File: config.mk
export PLATFORM = sky130hd
export DESIGN_NAME = header_synced_frame_receiver_flat
export DESIGN_NICKNAME = d
export VERILOG_FILES = /design/src/hdl/hsfr_pkg.sv /design/src/hdl/hsfr_if.sv /design/src/hdl/hsfr_in_reg.sv /design/src/hdl/hsfr_parser.sv /design/src/hdl/hsfr_out_reg.sv /design/src/hdl/header_synced_frame_receiver.sv /design/src/flat_wrapper.sv
export VERILOG_INCLUDE_DIRS = /design/src /design/src/hdl
export SDC_FILE = /design/constraint.sdc
export NUM_CORES = 1
export LEC_CHECK = 0
export BUFFER_PORTS_ARGS = -buffer_cell sky130_fd_sc_hd__buf_4
export CAP_MARGIN = 40
export CORE_ASPECT_RATIO = 1.4
export CORE_MARGIN = 2
export CORE_UTILIZATION = 42
export DETAILED_ROUTE_END_ITERATION = 8
export PLACE_DENSITY_LB_ADDON = 0.15
export SYNTH_ARGS = -nofsm -noshare
export SYNTH_HDL_FRONTEND = slang
export SYNTH_SLANG_ARGS = --single-unit
File: constraint.sdc
create_clock -name i_clk -period 4 [get_ports i_clk]
set_clock_uncertainty 0.15 [all_clocks]
set_input_delay 0.6 -clock i_clk [delete_from_list [all_inputs] [get_ports i_clk]]
set_output_delay 0.6 -clock i_clk [all_outputs]
set_load 0.03 [all_outputs]
File: src/hdl/header_synced_frame_receiver_macros.svh
// Assertion macros for the frame receiver RTL.
// Depends on nothing; included by hsfr_parser, the module that carries assertions.
`ifndef HEADER_SYNCED_FRAME_RECEIVER_MACROS_SVH
`define HEADER_SYNCED_FRAME_RECEIVER_MACROS_SVH

// Same-cycle implication, disabled while reset is asserted.
`define HSFR_ASSERT_NOW(label, clk, rst_n, ante, cons) \
    label: assert property (@(posedge clk) disable iff (!(rst_n)) (ante) |-> (cons)) \
        else $error("hsfr assertion failed");

// Next-cycle implication, disabled while reset is asserted.
`define HSFR_ASSERT_NEXT(label, clk, rst_n, ante, cons) \
    label: assert property (@(posedge clk) disable iff (!(rst_n)) (ante) |=> (cons)) \
        else $error("hsfr assertion failed");

`endif

File: src/hdl/hsfr_pkg.sv
// Package for the header synced frame receiver: header constants,
// parser phase type and the decoded result type. Depends on nothing.
package hsfr_pkg;

    // Header bytes that open every frame.
    localparam logic [7:0] HDR_BYTE_1 = 8'hAA;
    localparam logic [7:0] HDR_BYTE_2 = 8'hBB;
    localparam logic [7:0] HDR_BYTE_3 = 8'hCC;

    // Frame byte counting: the header is three bytes, the frame nine.
    localparam logic [3:0] HDR_LEN  = 4'd3;
    localparam logic [3:0] LAST_POS = 4'd8;

    localparam int TICK_W  = 32;
    localparam int VALUE_W = 16;
    localparam int SHIFT_W = TICK_W + VALUE_W;

    typedef enum logic [1:0] {
        PH_WAIT_H1 = 2'd0,
        PH_WAIT_H2 = 2'd1,
        PH_WAIT_H3 = 2'd2,
        PH_PAYLOAD = 2'd3
    } t_phase;

    // Result of the parser for the byte in the input register.
    typedef struct packed {
        logic                      done;
        logic [TICK_W-1:0]         tick;
        logic signed [VALUE_W-1:0] value;
    } t_parse_res;

endpackage

File: src/hdl/hsfr_if.sv
// Handshake interfaces for the received byte channel and the frame channel.
// Depends on hsfr_pkg for the field widths.
interface hsfr_rx_if;
    logic       valid;
    logic       ready;
    logic [7:0] rx_byte;

    modport source (output valid, output rx_byte, input ready);
    modport sink   (input valid, input rx_byte, output ready);
endinterface

interface hsfr_frame_if;
    logic                               valid;
    logic                               ready;
    logic [hsfr_pkg::TICK_W-1:0]        frame_tick;
    logic signed [hsfr_pkg::VALUE_W-1:0] frame_value;

    modport source (output valid, output frame_tick, output frame_value, input ready);
    modport sink   (input valid, input frame_tick, input frame_value, output ready);
endinterface

File: src/hdl/hsfr_in_reg.sv
// Input register for received bytes.
// Depends on hsfr_if; the parser drains it whenever the output side has room.
module hsfr_in_reg (
    input  logic        i_clk,
    input  logic        i_rst_n,
    hsfr_rx_if.sink     i_rx,
    input  logic        i_advance,
    output logic        o_valid,
    output logic [7:0]  o_byte
);
    logic       r_valid;
    logic       n_valid;
    logic [7:0] r_byte;

    // A new request is taken when the register is empty or drains this cycle.
    assign i_rx.ready = !r_valid || i_advance;

    always_comb begin
        n_valid = r_valid;
        if (i_rx.valid && i_rx.ready) begin
            n_valid = 1'b1;
        end else if (i_advance) begin
            n_valid = 1'b0;
        end
    end

    always_ff @(posedge i_clk) begin
        if (!i_rst_n) begin
            r_valid <= 1'b0;
        end else begin
            r_valid <= n_valid;
        end
    end

    // Payload register, no reset needed.
    always_ff @(posedge i_clk) begin
        if (i_rx.valid && i_rx.ready) begin
            r_byte <= i_rx.rx_byte;
        end
    end

    assign o_valid = r_valid;
    assign o_byte  = r_byte;
endmodule

File: src/hdl/hsfr_parser.sv
// Frame parser: header hunt, payload collection and result decode.
// Depends on hsfr_pkg and the assertion macro header.
`include "header_synced_frame_receiver_macros.svh"
module hsfr_parser (
    input  logic                 i_clk,
    input  logic                 i_rst_n,
    input  logic                 i_advance,
    input  logic [7:0]           i_byte,
    output hsfr_pkg::t_parse_res o_res
);
    import hsfr_pkg::*;

    t_phase               r_phase;
    t_phase               n_phase;
    logic [3:0]           r_pos;
    logic [3:0]           n_pos;
    logic [SHIFT_W-1:0]   r_shift;
    logic [SHIFT_W-1:0]   shifted;

    // Payload shift with the current byte as the newest entry.
    assign shifted = {r_shift[SHIFT_W-9:0], i_byte};

    // Next phase and byte position for the byte in the input register.
    always_comb begin
        n_phase = r_phase;
        n_pos   = r_pos;
        unique case (r_phase)
            PH_WAIT_H1: begin
                if (i_byte == HDR_BYTE_1) begin
                    n_phase = PH_WAIT_H2;
                end
            end
            PH_WAIT_H2: begin
                n_phase = (i_byte == HDR_BYTE_2) ? PH_WAIT_H3 : PH_WAIT_H1;
            end
            PH_WAIT_H3: begin
                if (i_byte == HDR_BYTE_3) begin
                    n_phase = PH_PAYLOAD;
                    n_pos   = HDR_LEN;
                end else begin
                    n_phase = PH_WAIT_H1;
                end
            end
            PH_PAYLOAD: begin
                if (r_pos == LAST_POS) begin
                    n_phase = PH_WAIT_H1;
                    n_pos   = 4'd0;
                end else begin
                    n_pos = r_pos + 4'd1;
                end
            end
            default: begin
                n_phase = PH_WAIT_H1;
            end
        endcase
    end

    // The ninth frame byte completes a result.
    always_comb begin
        o_res.done  = (r_phase == PH_PAYLOAD) && (r_pos == LAST_POS);
        o_res.tick  = shifted[SHIFT_W-1:VALUE_W];
        o_res.value = signed'(shifted[VALUE_W-1:0]);
    end

    always_ff @(posedge i_clk) begin
        if (!i_rst_n) begin
            r_phase <= PH_WAIT_H1;
            r_pos   <= 4'd0;
            r_shift <= '0;
        end else if (i_advance) begin
            r_phase <= n_phase;
            r_pos   <= n_pos;
            if (r_phase == PH_PAYLOAD) begin
                r_shift <= shifted;
            end
        end
    end

    // Phase and position stay consistent, and a finished frame restarts the hunt.
    `HSFR_ASSERT_NOW(a_pos_idle, i_clk, i_rst_n, r_phase != PH_PAYLOAD, r_pos == 4'd0)
    `HSFR_ASSERT_NOW(a_pos_range, i_clk, i_rst_n, r_phase == PH_PAYLOAD, (r_pos >= HDR_LEN) && (r_pos <= LAST_POS))
    `HSFR_ASSERT_NEXT(a_done_rehunt, i_clk, i_rst_n, i_advance && o_res.done, (r_phase == PH_WAIT_H1) && (r_pos == 4'd0))
    `HSFR_ASSERT_NEXT(a_sync, i_clk, i_rst_n, i_advance && (r_phase == PH_WAIT_H3) && (i_byte == HDR_BYTE_3), (r_phase == PH_PAYLOAD) && (r_pos == HDR_LEN))
endmodule

File: src/hdl/hsfr_out_reg.sv
// Result register driving the frame channel.
// Depends on hsfr_pkg and hsfr_if.
module hsfr_out_reg (
    input  logic                 i_clk,
    input  logic                 i_rst_n,
    input  logic                 i_advance,
    input  hsfr_pkg::t_parse_res i_res,
    output logic                 o_can_take,
    hsfr_frame_if.source         o_frame
);
    import hsfr_pkg::*;

    logic                      r_valid;
    logic                      n_valid;
    logic [TICK_W-1:0]         r_tick;
    logic signed [VALUE_W-1:0] r_value;
    logic                      load;

    // Room for a new result when empty or when the held one leaves now.
    assign o_can_take = !r_valid || o_frame.ready;
    assign load       = i_advance && i_res.done;

    always_comb begin
        n_valid = r_valid;
        if (load) begin
            n_valid = 1'b1;
        end else if (o_frame.ready) begin
            n_valid = 1'b0;
        end
    end

    always_ff @(posedge i_clk) begin
        if (!i_rst_n) begin
            r_valid <= 1'b0;
        end else begin
            r_valid <= n_valid;
        end
    end

    always_ff @(posedge i_clk) begin
        if (load) begin
            r_tick  <= i_res.tick;
            r_value <= i_res.value;
        end
    end

    assign o_frame.valid       = r_valid;
    assign o_frame.frame_tick  = r_tick;
    assign o_frame.frame_value = r_value;
endmodule

File: src/hdl/header_synced_frame_receiver.sv
// Top level of the header synced frame receiver.
// Depends on hsfr_pkg, hsfr_if, hsfr_in_reg, hsfr_parser and hsfr_out_reg.
//
//   Channel   Dir   Port      Payload
//   bytes     in    i_rx      rx_byte (8 bits)
//   frames    out   o_frame   frame_tick (32 bits), frame_value (16 bits, signed)
//
// One received byte is taken every cycle while the result register has room; the parser updates its phase in one pass.
// After its ninth byte is accepted, a frame result passes through the input register,
// then the result register, from which the frame channel takes it.
// A stalled frame channel holds the result; the input register still takes one byte.
// Reset is synchronous, active low, and restarts the header hunt.
module header_synced_frame_receiver (
    input  logic         i_clk,
    input  logic         i_rst_n,
    hsfr_rx_if.sink      i_rx,
    hsfr_frame_if.source o_frame
);
    import hsfr_pkg::*;

    logic       in_valid;
    logic [7:0] in_byte;
    logic       can_take;
    logic       advance;
    t_parse_res res;

    // The buffered byte moves through the parser when the result side has room.
    assign advance = in_valid && can_take;

    hsfr_in_reg u_in_reg (
        .i_clk     (i_clk),
        .i_rst_n   (i_rst_n),
        .i_rx      (i_rx),
        .i_advance (advance),
        .o_valid   (in_valid),
        .o_byte    (in_byte)
    );

    hsfr_parser u_parser (
        .i_clk     (i_clk),
        .i_rst_n   (i_rst_n),
        .i_advance (advance),
        .i_byte    (in_byte),
        .o_res     (res)
    );

    hsfr_out_reg u_out_reg (
        .i_clk      (i_clk),
        .i_rst_n    (i_rst_n),
        .i_advance  (advance),
        .i_res      (res),
        .o_can_take (can_take),
        .o_frame    (o_frame)
    );
endmodule
File: src/flat_wrapper.sv
// flat-port wrapper written by rule: the top's interface ports become plain ports
module header_synced_frame_receiver_flat import hsfr_pkg::*;
  (i_clk, i_rst_n, i_rx_valid, i_rx_rx_byte, i_rx_ready, o_frame_valid, o_frame_frame_tick, o_frame_frame_value, o_frame_ready);
  hsfr_rx_if i_rx_i ();
  hsfr_frame_if o_frame_i ();
  input  logic i_clk;
  input  logic i_rst_n;
  input wire logic [$bits(i_rx_i.valid)-1:0] i_rx_valid;
  input wire logic [$bits(i_rx_i.rx_byte)-1:0] i_rx_rx_byte;
  output wire logic [$bits(i_rx_i.ready)-1:0] i_rx_ready;
  output wire logic [$bits(o_frame_i.valid)-1:0] o_frame_valid;
  output wire logic [$bits(o_frame_i.frame_tick)-1:0] o_frame_frame_tick;
  output wire logic [$bits(o_frame_i.frame_value)-1:0] o_frame_frame_value;
  input wire logic [$bits(o_frame_i.ready)-1:0] o_frame_ready;
  assign i_rx_i.valid = i_rx_valid;
  assign i_rx_i.rx_byte = i_rx_rx_byte;
  assign i_rx_ready = i_rx_i.ready;
  assign o_frame_valid = o_frame_i.valid;
  assign o_frame_frame_tick = o_frame_i.frame_tick;
  assign o_frame_frame_value = o_frame_i.frame_value;
  assign o_frame_i.ready = o_frame_ready;
  header_synced_frame_receiver u_core (.i_clk(i_clk), .i_rst_n(i_rst_n), .i_rx(i_rx_i), .o_frame(o_frame_i));
endmodule
==> Yosys cells after proc, flatten, opt, wreduce, memory -nomap -nowiden <==
Index checks and enable logic that the tools add are counted.
{ "totals": {"ff_bits": 104, "latchBits": 0, "ram_bits": 0, "romBits": 0, "inputBits": 12, "output_inout_bits": 50, "wordCells": 46, "memories": 0} }
{ "op_classes": {"add_sub_neg": 1, "mul": 0, "div_mod_pow": 0, "magnitude_cmp": 0, "eq_ne": 10, "shift": 0, "mux": 12, "bitwise_logic": 0, "n_reduce_logical": 15} }
{ "op_table": {"columns": ["cell", "count"], "rows": [
  ["$eq A8 B8 Y1 const B", 3],
  ["$mux W2", 4],
  ["$mux W4", 2],
  ["$pmux W2 S4", 1],
  ["$pmux W4 S2", 1],
  ["$reduce_and A3 Y1", 2],
  ["$reduce_bool A2 Y1", 3],
  ["$add A4 B1 Y4 const B", 1],
  ["$eq A2 B2 Y1 const B", 2],
  ["$eq A4 B4 Y1 const B", 1],
  ["$logic_and A1 B1 Y1", 4],
  ["$mux W1", 4],
  ["$ne A2 B2 Y1 const B", 2],
  ["$eq A2 B1 Y1 const B", 1],
  ["$logic_not A1 Y1", 2],
  ["$logic_not A2 Y1", 1],
  ["$logic_or A1 B1 Y1", 2],
  ["$ne A2 B1 Y1 const B", 1],
  ["$reduce_and A2 Y1", 1]
]} }

==> Logic depth before layout (Yosys ltp) <==
{ "logic_depth": {"ltp_word": 6, "ltp_mapped": 7, "depth_no_buf": 6} }

==> By module <==
From an unflattened synthesis, not the netlist that was laid out.
{ "hier_totals": {"hier_cells": 304, "area_unflattened_um2": 3701.0} }
{ "by_module_without_submodules": {"columns": ["module", "instances", "cells_per_inst", "area_per_inst_um2", "seq_area_each_um2"], "rows": [
  ["hsfr_parser", 1, 237, 1903.1, 920.9],
  ["hsfr_out_reg", 1, 53, 1493.9, 1461.4],
  ["hsfr_in_reg", 1, 13, 297.8, 260.2],
  ["header_synced_frame_receiver", 1, 1, 6.3, 0.0]
]} }

==> Least setup slack after synthesis <==
OpenSTA, ideal clock, no wires.
{ "synth_path": {"path_kind": "input-to-reg", "from": "in o_frame_ready", "to": "reg u_core.u_out_reg.r_tick[0], in the netlist u_core.u_out_reg.o_frame.frame_tick[0], enable pin", "setup_time_ps": 416, "arrival_time_ps": 2536, "setup_slack_ps": 898, "cell_stages": 5, "path_buffers": 2, "cell_sequence": "nor2b_1 > buf_4 > or3_1 > buf_6 > nor2_2"} }
{ "synth_via": {"elab_chain_len": 3} }
{ "synth_lines": {"columns": ["element", "line", "rtl"], "rows": [
  ["start, declared", "flat_wrapper.sv:14", "input wire logic [$bits(o_frame_i.ready)-1:0] o_frame_ready;"],
  ["$logic_or A1 B1 Y1", "hsfr_out_reg.sv:20", "assign o_can_take = !r_valid || o_frame.ready;"],
  ["$logic_and A1 B1 Y1", "header_synced_frame_receiver.sv:28", "assign advance = in_valid && can_take;"],
  ["$logic_and A1 B1 Y1", "hsfr_out_reg.sv:21", "assign load = i_advance && i_res.done;"],
  ["net u_core.u_out_reg.load", "hsfr_out_reg.sv:17", "logic load;"],
  ["end signal, assigned", "hsfr_out_reg.sv:42", "r_tick <= i_res.tick;"],
  ["end, declared", "hsfr_out_reg.sv:15", "logic [TICK_W-1:0] r_tick;"]
]} }
The timed path passes the listed nets, and every way through them passes these cells.
A chain may end at the register's enable or synchronous reset.

==> Worst setup path after layout <==
{ "layout_path": {"from": "reg u_core.u_parser.r_phase[0]", "to": "reg u_core.u_out_reg.r_tick[13], in the netlist u_core.u_out_reg.o_frame.frame_tick[13], enable pin"} }
{ "layout_via": {"elab_chain_len": 3} }
{ "layout_lines": {"columns": ["element", "line", "rtl"], "rows": [
  ["start, declared", "hsfr_parser.sv:13", "t_phase r_phase;"],
  ["start signal, assigned", "hsfr_parser.sv:71", "r_phase <= n_phase;"],
  ["$eq A2 B2 Y1", "hsfr_parser.sv:60", "o_res.done = (r_phase == PH_PAYLOAD) && (r_pos == LAST_POS);"],
  ["$logic_and A1 B1 Y1", "hsfr_parser.sv:60", null],
  ["$logic_and A1 B1 Y1", "hsfr_out_reg.sv:21", null],
  ["net u_core.u_out_reg.load", "hsfr_out_reg.sv:17", null]
]} }
The timed path passes the listed nets, and every way through them passes these cells.

==> metrics.yaml <==
sta:
  tightest_slew_ps: 580
  max_freq_mhz: 415
  finalHoldViolations: 0
  slew_violations: 0
  slew_headroom_pct: 61.3
  setup_violations: 0
  finalSetupTns_ps: 0
  period_needed_ps: 2410
  fin_crit_sh_pct: 60.2
  rsz0062_at_grt: "no"
setup_path:
  path_class: "flop to flop"
  cp_num_buf_inv: 1
  endpoint: "u_core.u_out_reg.o_frame.frame_tick[13]"
  crit_chain: "nand2_2, or3_1, nor2_4, buf_4"
  end_kind: "flop"
  critPathArrivalTime_ps: 2260
  worst-r2r-setup-slack_ps: 1590
  ff2ff_path_depth: 4
  crit_fanout: 31
  rr_endpoint: "u_core.u_out_reg.o_frame.frame_tick[13]"
  critPathLaunchType: "flop"
  required_ps: 3850
  critical_path_depth: 4
  rr_startpoint: "u_core.u_parser.r_phase[0]"
  crit_family: "simple AND/OR/NAND/NOR gates"
  max_stage_delay_ps: 480
  slowest_stage: "dfxtp_1"
  crit_start: "u_core.u_parser.r_phase[0]"
logic_synthesis:
  synthDistinctLibCells: 35
  synth.avg_cell_area_um2: 12.5
  syn_inst: 286
  synth_warnings: 0
  ys_seq_area_share_pct: 74.2
  ys.flop_type: "edfxtp_1"
  async_flop_share_pct: 0
  synth_top_area_cell: "edfxtp_1"
  synth_seq_cells: 104
  yosys.area.top_type_share_pct: 47.2
  syn_area_mm2: 0.00356
  syn_nets: 300
  synth_edf_count: 56
  netlist_top_cells_area: "edfxtp_1 (47%), dfxtp_1 (27%), nand2_1 (8.8%)"
placed_design:
  dp_hpwl_mm: 4.08
  portBuffers: 61
  place.gp.congestion: 0.732
floorplanning:
  die-area_mm2: 0.00925
  ios: 62
  initial_utilization_pct: 43.5
  fp.dieH_um: 113
  core-area_mm2: 0.00820
  die_w_um: 81.8
  fp-row-count: 39
detailed_routing:
  wl_per_cell_um: 13.8
  viasPerCell: 4.94
  drt_first_iter_violations: 114
  routed_wirelength_mm: 6.28
  vias: 2248
  antenna_left: 0
  dr.pass1.iters: 4
  drc: 0
cts:
  cts.sinks: 104
  clock_path_buffers: 2
  holdBufCountCts: 0
  cts-root-buf: "clkbuf_16"
  clkTransAtPathRegs_ps: 70
  cts.htree.levels: 3
  post_cts_resized: 0
  cts_tree: "done"
  cts_buffers: 9
  insertion_delay_ps: 340
  post_cts_buffers: 0
power:
  powerDensity_mw_per_mm2: 468
  leakagePower_nw: 1.53
  ir_drop_v: 0.000251
grt:
  grtUsageTotal_pct: 14.9
  grt_start_max_net_pins: 43
  antenna_found_initial: 0
  grt_pass1_vias: 2100
  overflow: 0
  grt_pass1_wl_mm: 10.3
layout:
  nets: 362
  area_delta_synth_final_pct: 23.6
  nFillCells: 741
  antenna_cells: 0
  final_core_util_pct: 53.7
  drive_above_1_share_pct: 23.5
status:
  status: "finished clean"
hold_path:
  min_path_type: "flop to flop"
run:
  drv_cap: 0
## through the flow
step | hold WS (ps) | std cells | area, µm² | setup slack (ps) | total power, W
after detailed placement | 268 | 439 | 4090 | 1290 | 0.00117
after global routing | 268 | 455 | 4410 | 1420 | 0.00213
after global placement | 264 | 439 | 4090 | 1340 | 0.00117
after CTS | 272 | 455 | 4410 | 1550 | 0.00208
final | 282 | 455 | 4410 | 1590 | 0.00206
after floorplan | 258 | 286 | 3560 | 898 | 0.00116
## sequential cells by signal (all words and copies together), names as in the netlist
register and count:
u_core.u_in_reg.o_byte 8, u_core.u_parser.r_shift 40, u_core.u_parser.r_pos 4, u_core.u_in_reg.o_valid 1, u_core.u_out_reg.o_frame.frame_tick 32, u_core.u_out_reg.o_frame.valid 1
u_core.u_parser.r_phase 2, u_core.u_out_reg.o_frame.frame_value 16
## report_power, final
part           total (W)  switching (W)  internal, W  leakage (nW)
registers        0.00113     0.00000462      0.00112         0.890
clock network   0.000911       0.000361     0.000550         0.150
logic          0.0000225      0.0000130   0.00000955         0.486
total            0.00206       0.000379      0.00168          1.53
## layout by cell type, fill, tap and decap left out, types with 2 or more instances in the layout
cell / instances
o21ai_0: 2
nor2b_1: 3
inv_1: 3
ha_1: 2
nor3_1: 2
nand4bb_1: 2
a31oi_1: 2
clkbuf_16: 9
nor4_1: 3
nand2_1: 84
nand2b_1: 2
a311oi_1: 2
dfxtp_1: 48
edfxtp_1: 56
nor2_1: 2
buf_4: 65
clkbuf_1: 2
and2_1: 2
a21oi_1: 42
bufinv_16: 2
## worst min-delay path by stage
| stage | from | endpoint | slack (ps) | cells past startpoint |
|---|---|---|---|---|
| detailed placement | u_core.u_parser.r_shift[38] | u_core.u_out_reg.o_frame.frame_tick[30] | 270 | 0 |
| finish | u_core.u_parser.r_shift[38] | u_core.u_out_reg.o_frame.frame_tick[30] | 280 | 0 |
| global route | i_rx_rx_byte[1] | u_core.u_in_reg.o_byte[1] | 270 | 1 |
| floorplan | u_core.u_parser.r_shift[32] | u_core.u_out_reg.o_frame.frame_tick[24] | 260 | 0 |
| CTS | i_rx_rx_byte[0] | u_core.u_in_reg.o_byte[0] | 270 | 1 |
| global placement | u_core.u_parser.r_shift[37] | u_core.u_out_reg.o_frame.frame_tick[29] | 260 | 0 |
## cell type report
class                           instances  area [µm²]  share of cell area [%]
Sequential cell                       104        2640                    60.0
Clock inverter                          5        81.3                    1.85
Clock buffer                           11         233                    5.28
Multi-Input combinational cell        164         818                    18.6
Inverter                                4        15.0                   0.341
Timing Repair Buffer                   65         488                    11.1
Tap cell                              102         128                    2.90
## routing by layer
layer	GRT usage, %	share of wire, %	vias to the layer above
met5	0	0	-
met2	22.9	51	49
met3	4.39	4.5	9
met4	7.00	1.7	0
met1	19.3	43	1067
li1	-	-	1123
## Yosys cell counts, types with 2 or more instances
library cell / n
nand2_1: 84
edfxtp_1: 56
dfxtp_1: 48
a21oi_1: 42
buf_6: 5
buf_2: 4
clkbuf_1: 4
inv_1: 3
nor2b_1: 3
nor4_1: 3
a311oi_1: 2
a31oi_1: 2
and2_1: 2
ha_1: 2
nand2b_1: 2
nand4bb_1: 2
nor2_1: 2
nor3_1: 2
o21ai_0: 2
## cell families (layout without fill, tap and decap cells)
family	after synthesis	after routing	share of synthesized area, %
compound gates	55	55	8.81
flops	104	104	74.2
simple gates	107	107	13.1
buf+inv	18	85	3.19
fa+ha+maj	2	2	0.702
Note: power is estimated with default switching activity, not from simulation.
